[src/rtl/core/mouse_delta_normalizer_top_defines.svh]
// Assertion macros shared by the normalizer RTL.
`ifndef MOUSE_DELTA_NORMALIZER_TOP_DEFINES_SVH
`define MOUSE_DELTA_NORMALIZER_TOP_DEFINES_SVH

// Same-cycle implication, checked outside reset
`define MDN_ASSERT_IMP(label, ante, cons) \
  label: assert property (@(posedge clk) disable iff (rst) (ante) |-> (cons)) \
    else $error("mdn check failed");

// Next-cycle implication, checked outside reset
`define MDN_ASSERT_NXT(label, ante, cons) \
  label: assert property (@(posedge clk) disable iff (rst) (ante) |=> (cons)) \
    else $error("mdn check failed");

`endif

[src/rtl/core/mdn_pkg.sv]
`timescale 1ns / 1ps

package mdn_pkg;

  // Delta field width
  localparam int DELTA_BITS = 16;

  // Configuration port
  localparam int CFG_IDX_W  = 3;
  localparam int CFG_DATA_W = 16;
  localparam int DPI_W      = 14;
  localparam int PS_W       = 16;
  localparam int HZ_W       = 9;

  typedef enum logic [CFG_IDX_W-1:0] {
    REG_ACCEL_ENABLE  = 3'd0,
    REG_MOUSE_DPI     = 3'd1,
    REG_REF_DPI       = 3'd2,
    REG_POINTER_SCALE = 3'd3,
    REG_REFRESH_RATE  = 3'd4,
    REG_REF_HZ        = 3'd5
  } cfg_reg_e;

  localparam logic [DPI_W-1:0] DPI_MIN   = 14'd100;
  localparam logic [DPI_W-1:0] DPI_MAX   = 14'd16000;
  localparam logic [DPI_W-1:0] DPI_RST   = 14'd800;
  localparam logic [PS_W-1:0]  PS_RST    = 16'd4096;
  localparam logic [HZ_W-1:0]  HZ_MIN    = 9'd30;
  localparam logic [HZ_W-1:0]  HZ_MAX    = 9'd500;
  localparam logic [HZ_W-1:0]  HZ_RST    = 9'd60;

  // Curve numerator and factor widths
  localparam int F_NUM_W  = 25;
  localparam int F_W      = 21;
  localparam int H_W      = 17;

  // Curve pieces: knees, offsets and reciprocals of the constant divisors
  // (ceil(2^27 / d); exact floor quotient for every numerator of its piece)
  localparam logic [15:0] CURVE_KNEE_LO = 16'd896;
  localparam logic [15:0] CURVE_KNEE_HI = 16'd1792;
  localparam logic [15:0] CURVE_P1_OFS  = 16'd1344;
  localparam logic [F_NUM_W-1:0] CURVE_P3_MUL = 25'd96;
  localparam logic [F_NUM_W-1:0] CURVE_P1_RCP = 25'd3834793;
  localparam logic [F_NUM_W-1:0] CURVE_P2_RCP = 25'd19173962;
  localparam logic [F_NUM_W-1:0] CURVE_P3_RCP = 25'd26843546;
  localparam int                 CURVE_RCP_SH = 27;
  localparam logic [F_W-1:0]     CURVE_ONE    = 21'd65536;
  localparam logic [F_W-1:0]     CURVE_MIN    = 21'd19660;

  localparam logic [H_W-1:0] HZ_LOW  = 17'd49152;
  localparam logic [H_W-1:0] HZ_HIGH = 17'd81920;

  // Scaling chain widths
  localparam int S1_NUM_W = DELTA_BITS + 28;
  localparam int S1_W     = DELTA_BITS + 14;
  localparam int S2_W     = DELTA_BITS + 22;
  localparam int S3_W     = 37;
  localparam int S4_W     = 34;
  localparam logic [S3_W-1:0] S3_LIMIT = 37'h10_0000_0000;

  // Item formats
  typedef struct packed {
    logic signed [DELTA_BITS-1:0] delta_x;
    logic signed [DELTA_BITS-1:0] delta_y;
    logic [15:0]                  velocity_in;
  } in_item_t;

  typedef struct packed {
    logic signed [31:0] norm_x;
    logic signed [31:0] norm_y;
    logic [31:0]        velocity_out;
  } out_item_t;

endpackage

[src/rtl/core/mdn_div.sv]
`timescale 1ns / 1ps

// Restoring divider, one quotient bit per pipeline stage.
module mdn_div import mdn_pkg::*; #(
  parameter int NW = F_NUM_W,
  parameter int DW = HZ_W,
  parameter int SW = 2
) (
  input  logic          clk,
  input  logic          rst,
  input  logic          in_valid,
  input  logic [NW-1:0] num,
  input  logic [DW-1:0] den,
  input  logic [SW-1:0] side_in,
  output logic          out_valid,
  output logic [NW-1:0] quo,
  output logic [SW-1:0] side_out
);

  logic          vld [0:NW];
  logic [DW-1:0] rem [0:NW];
  logic [NW-1:0] nq  [0:NW];
  logic [DW-1:0] dv  [0:NW];
  logic [SW-1:0] sd  [0:NW];

  // Input stage
  always_ff @(posedge clk) begin
    if (rst) begin
      vld[0] <= 1'b0;
    end else begin
      vld[0] <= in_valid;
    end
  end

  always_ff @(posedge clk) begin
    rem[0] <= '0;
    nq[0]  <= num;
    dv[0]  <= den;
    sd[0]  <= side_in;
  end

  // One step per stage: dividend shifts out the top, quotient in the bottom
  for (genvar k = 0; k < NW; k++) begin : g_step
    logic [DW:0] trial;
    logic [DW:0] diff;
    logic        take;

    always_comb begin
      trial = {rem[k], nq[k][NW-1]};
      diff  = trial - {1'b0, dv[k]};
      take  = (trial >= {1'b0, dv[k]});
    end

    always_ff @(posedge clk) begin
      if (rst) begin
        vld[k+1] <= 1'b0;
      end else begin
        vld[k+1] <= vld[k];
      end
    end

    always_ff @(posedge clk) begin
      rem[k+1] <= take ? diff[DW-1:0] : trial[DW-1:0];
      nq[k+1]  <= {nq[k][NW-2:0], take};
      dv[k+1]  <= dv[k];
      sd[k+1]  <= sd[k];
    end
  end

  assign out_valid = vld[NW];
  assign quo       = nq[NW];
  assign side_out  = sd[NW];

endmodule

[config.mk]
export PLATFORM = sky130hd
export DESIGN_NAME = mdn_div
export DESIGN_NICKNAME = d
export VERILOG_FILES = /design/src/rtl/core/mouse_delta_normalizer_top_defines.svh /design/src/rtl/core/mdn_pkg.sv /design/src/rtl/core/mdn_div.sv
export SDC_FILE = /design/constraint.sdc
export NUM_CORES = 1
export LEC_CHECK = 0
export BUFFER_PORTS_ARGS = -buffer_cell sky130_fd_sc_hd__buf_4
export CELL_PAD_IN_SITES_DETAIL_PLACEMENT = 1
export CELL_PAD_IN_SITES_GLOBAL_PLACEMENT = 1
export CORE_AREA = 4 4 383 385
export DETAILED_ROUTE_END_ITERATION = 10
export DIE_AREA = 0 0 387 389
export GPL_TIMING_DRIVEN = 0
export HOLD_SLACK_MARGIN = 0.02
export PLACE_DENSITY_LB_ADDON = 0.1
export SYNTH_ARGS = -nofsm -noshare
export SYNTH_HDL_FRONTEND = slang
export SYNTH_SLANG_ARGS = --single-unit
[constraint.sdc]
create_clock -name clk -period 2.95 [get_ports clk]
set_input_delay 0.295 -clock clk [delete_from_list [all_inputs] [get_ports clk]]
set_output_delay 0.295 -clock clk [all_outputs]
set_load 0.02 [all_outputs]
* After elaboration in Yosys (flattened, before gate mapping)
Memory sizes are Yosys's and may differ from the RTL's.
Cells that the tools add are included.
** Word-level totals
- Input port bits :: 39
- Logic and storage cells :: 135
- Output and inout port bits :: 28
- Memories kept :: 5
- Register bits after elaboration :: 0
- RAM bits :: 1196
** Memory list
- nq :: depth 26, bits a word 25, read ports 26, clocked after Yosys merged registers in 0, wr ports 26, line mdn_div.sv:22 : logic [NW-1:0] nq [0:NW];
- dv :: depth 26, bits a word 9, read ports 25, clocked after Yosys merged registers in 0, wr ports 26, line mdn_div.sv:23 : logic [DW-1:0] dv [0:NW];
- rem :: depth 26, bits a word 9, read ports 25, clocked after Yosys merged registers in 0, wr ports 26, line mdn_div.sv:21 : logic [DW-1:0] rem [0:NW];
- sd :: depth 26, bits a word 2, read ports 26, clocked after Yosys merged registers in 0, wr ports 26, line mdn_div.sv:24 : logic [SW-1:0] sd [0:NW];
- vld :: depth 26, bits a word 1, read ports 26, clocked after Yosys merged registers in 0, wr ports 26, line mdn_div.sv:20 : logic vld [0:NW];
** Operators by class
- Mux-type cells :: 54
- Bitwise gates (word level) :: 26
- $add $sub $neg :: 25
- $lt $le $gt $ge :: 25
** Operators with widths (number)
- >= comparator 10 x 9 -> 1 bit :: 25
- two-way mux 9 bit :: 25
- subtractor 9 bit :: 25
- two-way mux 1 bit :: 29
- bitwise OR 1 bit :: 26

* Logic depth before layout (Yosys ltp)
- Depth after elaboration :: 3
- Mapped depth :: 10
- Depth with buffers taken out :: 10

* Worst setup path after synthesis
No wires, ideal clock.
- Path type :: flip-flop to flip-flop
- Start :: memory nq[6][24] (netlist bit)
- End :: memory rem[1][28] (netlist bit)
- Arrival time :: 2.362 ns
- Path slack :: 0.467 ns
- Period minus slack after synthesis :: 2.483 ns
- Stages on the path, launching flop included :: 11
- Library setup time :: 0.121 ns
- Buffers on the path :: 1
- Required time :: 2.829 ns
- Cells stage by stage :: dfxtp_1 > inv_1 > ha_1 > inv_1 > fa_1 > a21o_1 > a221oi_1 > a21o_1 > and2_1 > buf_4 > mux2_2
** RTL lines (line)
- from (decl) :: mdn_div.sv:22
- to (decl) :: mdn_div.sv:21

==> impl_metrics.yaml <==
timing:
  setup_violations: 0
  finalCritPeriodShare_pct: 94.2
  setup_slack_ps: 170
  worstMarginPinSlew_ps: 1050
  hold_violations: 0
  finClkSkew_ps: 20.8
  maxSlewViolCount: 0
  setup_tns_ps: 0
  rsz0062_at_grt: "no"
  min_period_ps: 2780
  fmax_mhz: 360
  slew_headroom_pct: 29.4
power_and_ir_drop:
  ir_worst_vdd_mv: 0.483
  leakagePower_nw: 19.2
  power_density_nw_per_um2: 1160
place:
  dpl.cell_count: 4847
  place_area_um2: 38600
  gp_congestion: 0.763
  place_ws_ps: -200
  hpwl_um: 48800
  io_buffers: 66
drt:
  wl_per_cell_um: 13.2
  drc: 0
  dr.pass1.iters: 4
  antenna_left: 0
  wirelength_um: 67600
  vias: 20387
  drt_iter0_drc: 563
  viasPerCell: 3.97
run_status:
  status: "finished, final reports clean"
synthesis:
  synth_seq_area_share_pct: 65.6
  async_flop_share_pct: 0
  synth-edff-count: 0
  synth-main-ff-cell: "dfxtp_1"
  synth_xor_area_share_pct: 2.80
  synth_top_family_by_area: "adder cells"
  synthAdderAreaFrac_pct: 8.93
  synthCells: 2878
  synth_area_um2: 35700
  ys_seq_elements: 1169
  syn_nets: 3158
  synthMuxAreaShare_pct: 4.82
  yosys.area_share.simple_pct: 5.88
  yosys_warnings: 0
  ys_types: 63
  avgSynthCellArea_um2: 12.4
  synth_compound_gate_area_share_pct: 8.47
floorplan:
  die-height_um: 389
  pin_count: 67
  core_area_um2: 143000
  die_x_um: 387
  fp-row-count: 139
  start_util_pct: 24.9
  die_area_um2: 151000
global_route:
  antenna_found_initial: 0
  grt_usage_pct: 9.18
  grt_pass1_wl_um: 113000
  grt_max_degree: 17
  first_global_vias: 22374
  overflow: 0
finish:
  fill_cells: 15402
  nets: 3403
  final_cell_area_um2: 43900
  area_delta_synth_final_pct: 23.0
  fin_cells: 5136
  drive_gt1_share_pct: 14.3
  num_antenna_cells: 0
clocking:
  tritoncts: "yes"
  cts_num_sinks: 1169
  insertion_delay_ps: 740
  cts_buffer_depth: 3
  cts.htree.levels: 4
  numCtsBuffers: 137
  cts-root-buf: "clkbuf_16"
  cts.clk_slew.worst_paths_ps: 50
min_path:
  hold_class: "primary input to register"
critical_path:
  cp.required_ps: 3560
  crit_type: "register to register"
  crit_fanout: 9
  worstPathArrival_ps: 3390
  worstSetupEndpointType: "register"
  crit_path_start_kind: "register"
run:
  cap_viol_max_count: 0
[worst paths after layout]
check | from | slack [ps] | endpoint | cells after the start
worst min-delay path | den[8] | 190 | dv[0][8] | 2
worst max register to register | dv[0][54] | 170 | rem[1][28] | 9
worst max-delay path | dv[0][54] | 170 | rem[1][28] | 9
worst min register to register | nq[24][18] | 310 | nq[25][19] | 0
[routing by layer]
| layer | part of all wire (%) | global-route usage, % |
|---|---|---|
| met3 | 4.3 | 2.57 |
| met4 | 3.4 | 4.06 |
| met1 | 44 | 10.6 |
| met5 | 0 | 0 |
| met2 | 48 | 15.8 |
[registers in the layout, indices dropped and copies added, names as in the netlist]
name  count
dv      225
nq      650
vld      26
rem     216
sd       52
[layout by cell type, fill, tap and decap left out, types with 22 or more instances in the layout]
cell type      netlist  routed
a21o_1              57      57
a21oi_1            135     135
buf_4                3      70
clkbuf_1             9      30
clkbuf_16            0     139
clkbuf_8             0      25
dfxtp_1           1169    1169
dlygate4sd3_1        0      39
fa_1                23      23
ha_1               218     218
inv_1              306     306
mux2_2             120     120
mux2i_1             37      37
nand2_1             50      50
nand3_1             82      82
nor2_1             107     107
nor2b_1             62      62
nor3_1              25      25
o211ai_1            22      22
o21ai_0             75      74
o31ai_1             23      23
xnor2_1             68      68
xor2_1              46      46
[metrics by stage]
stage | power, mW | hold slack, ps | util, %
floorplan | 29.9 | 310 | -
global placement | 33.2 | 310 | 26.9
detailed placement | 33.5 | 313 | 26.9
CTS | 51.8 | 105 | 30.6
global route | 54.3 | 137 | 30.7
finish | 50.7 | 194 | 30.7
[Yosys cell counts (7+ instances only)]
cell,instances,area (µm²)
dfxtp_1,1169,23400
mux2_2,120,1350
o31ai_1,23,173
a31oi_1,12,75.1
o211ai_1,22,165
a21oi_1,135,676
nor2_1,107,402
mux2i_1,37,370
nor2b_1,62,388
o21ai_0,75,375
nor3_1,25,125
a21boi_0,15,113
nand2_1,50,188
or2_2,10,62.6
and3_1,21,131
a22o_1,11,96.3
nand2b_1,19,119
a221oi_1,24,210
inv_1,306,1150
clkbuf_1,9,33.8
a22oi_1,7,52.6
a21o_1,57,428
xnor2_1,68,596
nand3_1,82,410
o31a_1,7,61.3
ha_1,218,2730
o21a_1,8,60.1
xor2_1,46,403
clkinv_1,7,26.3
fa_1,23,460
o211a_1,11,110
a211oi_1,9,67.6
a31o_2,7,61.3
[cell type report]
cell class / count / area, µm² / area share (%)
Sequential cell: 1169 / 23400 / 53.3
Multi-Input combinational cell: 1380 / 11100 / 25.3
Clock buffer: 185 / 3900 / 8.89
Tap cell: 1903 / 2380 / 5.42
Inverter: 314 / 1180 / 2.68
Clock inverter: 64 / 941 / 2.14
Timing Repair Buffer: 106 / 893 / 2.03
Buffer: 15 / 77.6 / 0.177
[where the power goes]
| group | leakage [nW] | switching (mW) | internal, mW |
|---|---|---|---|
| logic | 7.03 | 6.69 | 6.00 |
| clock network | 2.35 | 6.66 | 10.9 |
| registers | 9.80 | 1.32 | 19.1 |
| total | 19.2 | 14.7 | 36.0 |
[kinds of logic after synthesis]
group / after synthesis
xor gates and xnor gates: 114
buffers and inverters: 329
AOI/OAI and AO/OA: 454
and+or+nand+nor: 414
DFF: 1169
muxes: 157
adders and majority gates: 241
[what timing repair did]
item                                    in CTS  in global routing
hold buffers                                39                  0
resized for setup                            1                 19
pin swaps                                    0                  1
setup buffers                                0                  1
hold endpoints to repair                    45                  0
endpoints found under the setup margin       7                 88
[critical path, cell delays in order, from the launching register on]
cell,delay [ps]
dfxtp_1,410
ha_1,190
inv_1,80
fa_1,420
a21o_1,220
a221oi_4,370
a21o_1,260
and2_1,140
buf_4,170
mux2_2,370
(Power assumes the default switching activity.)
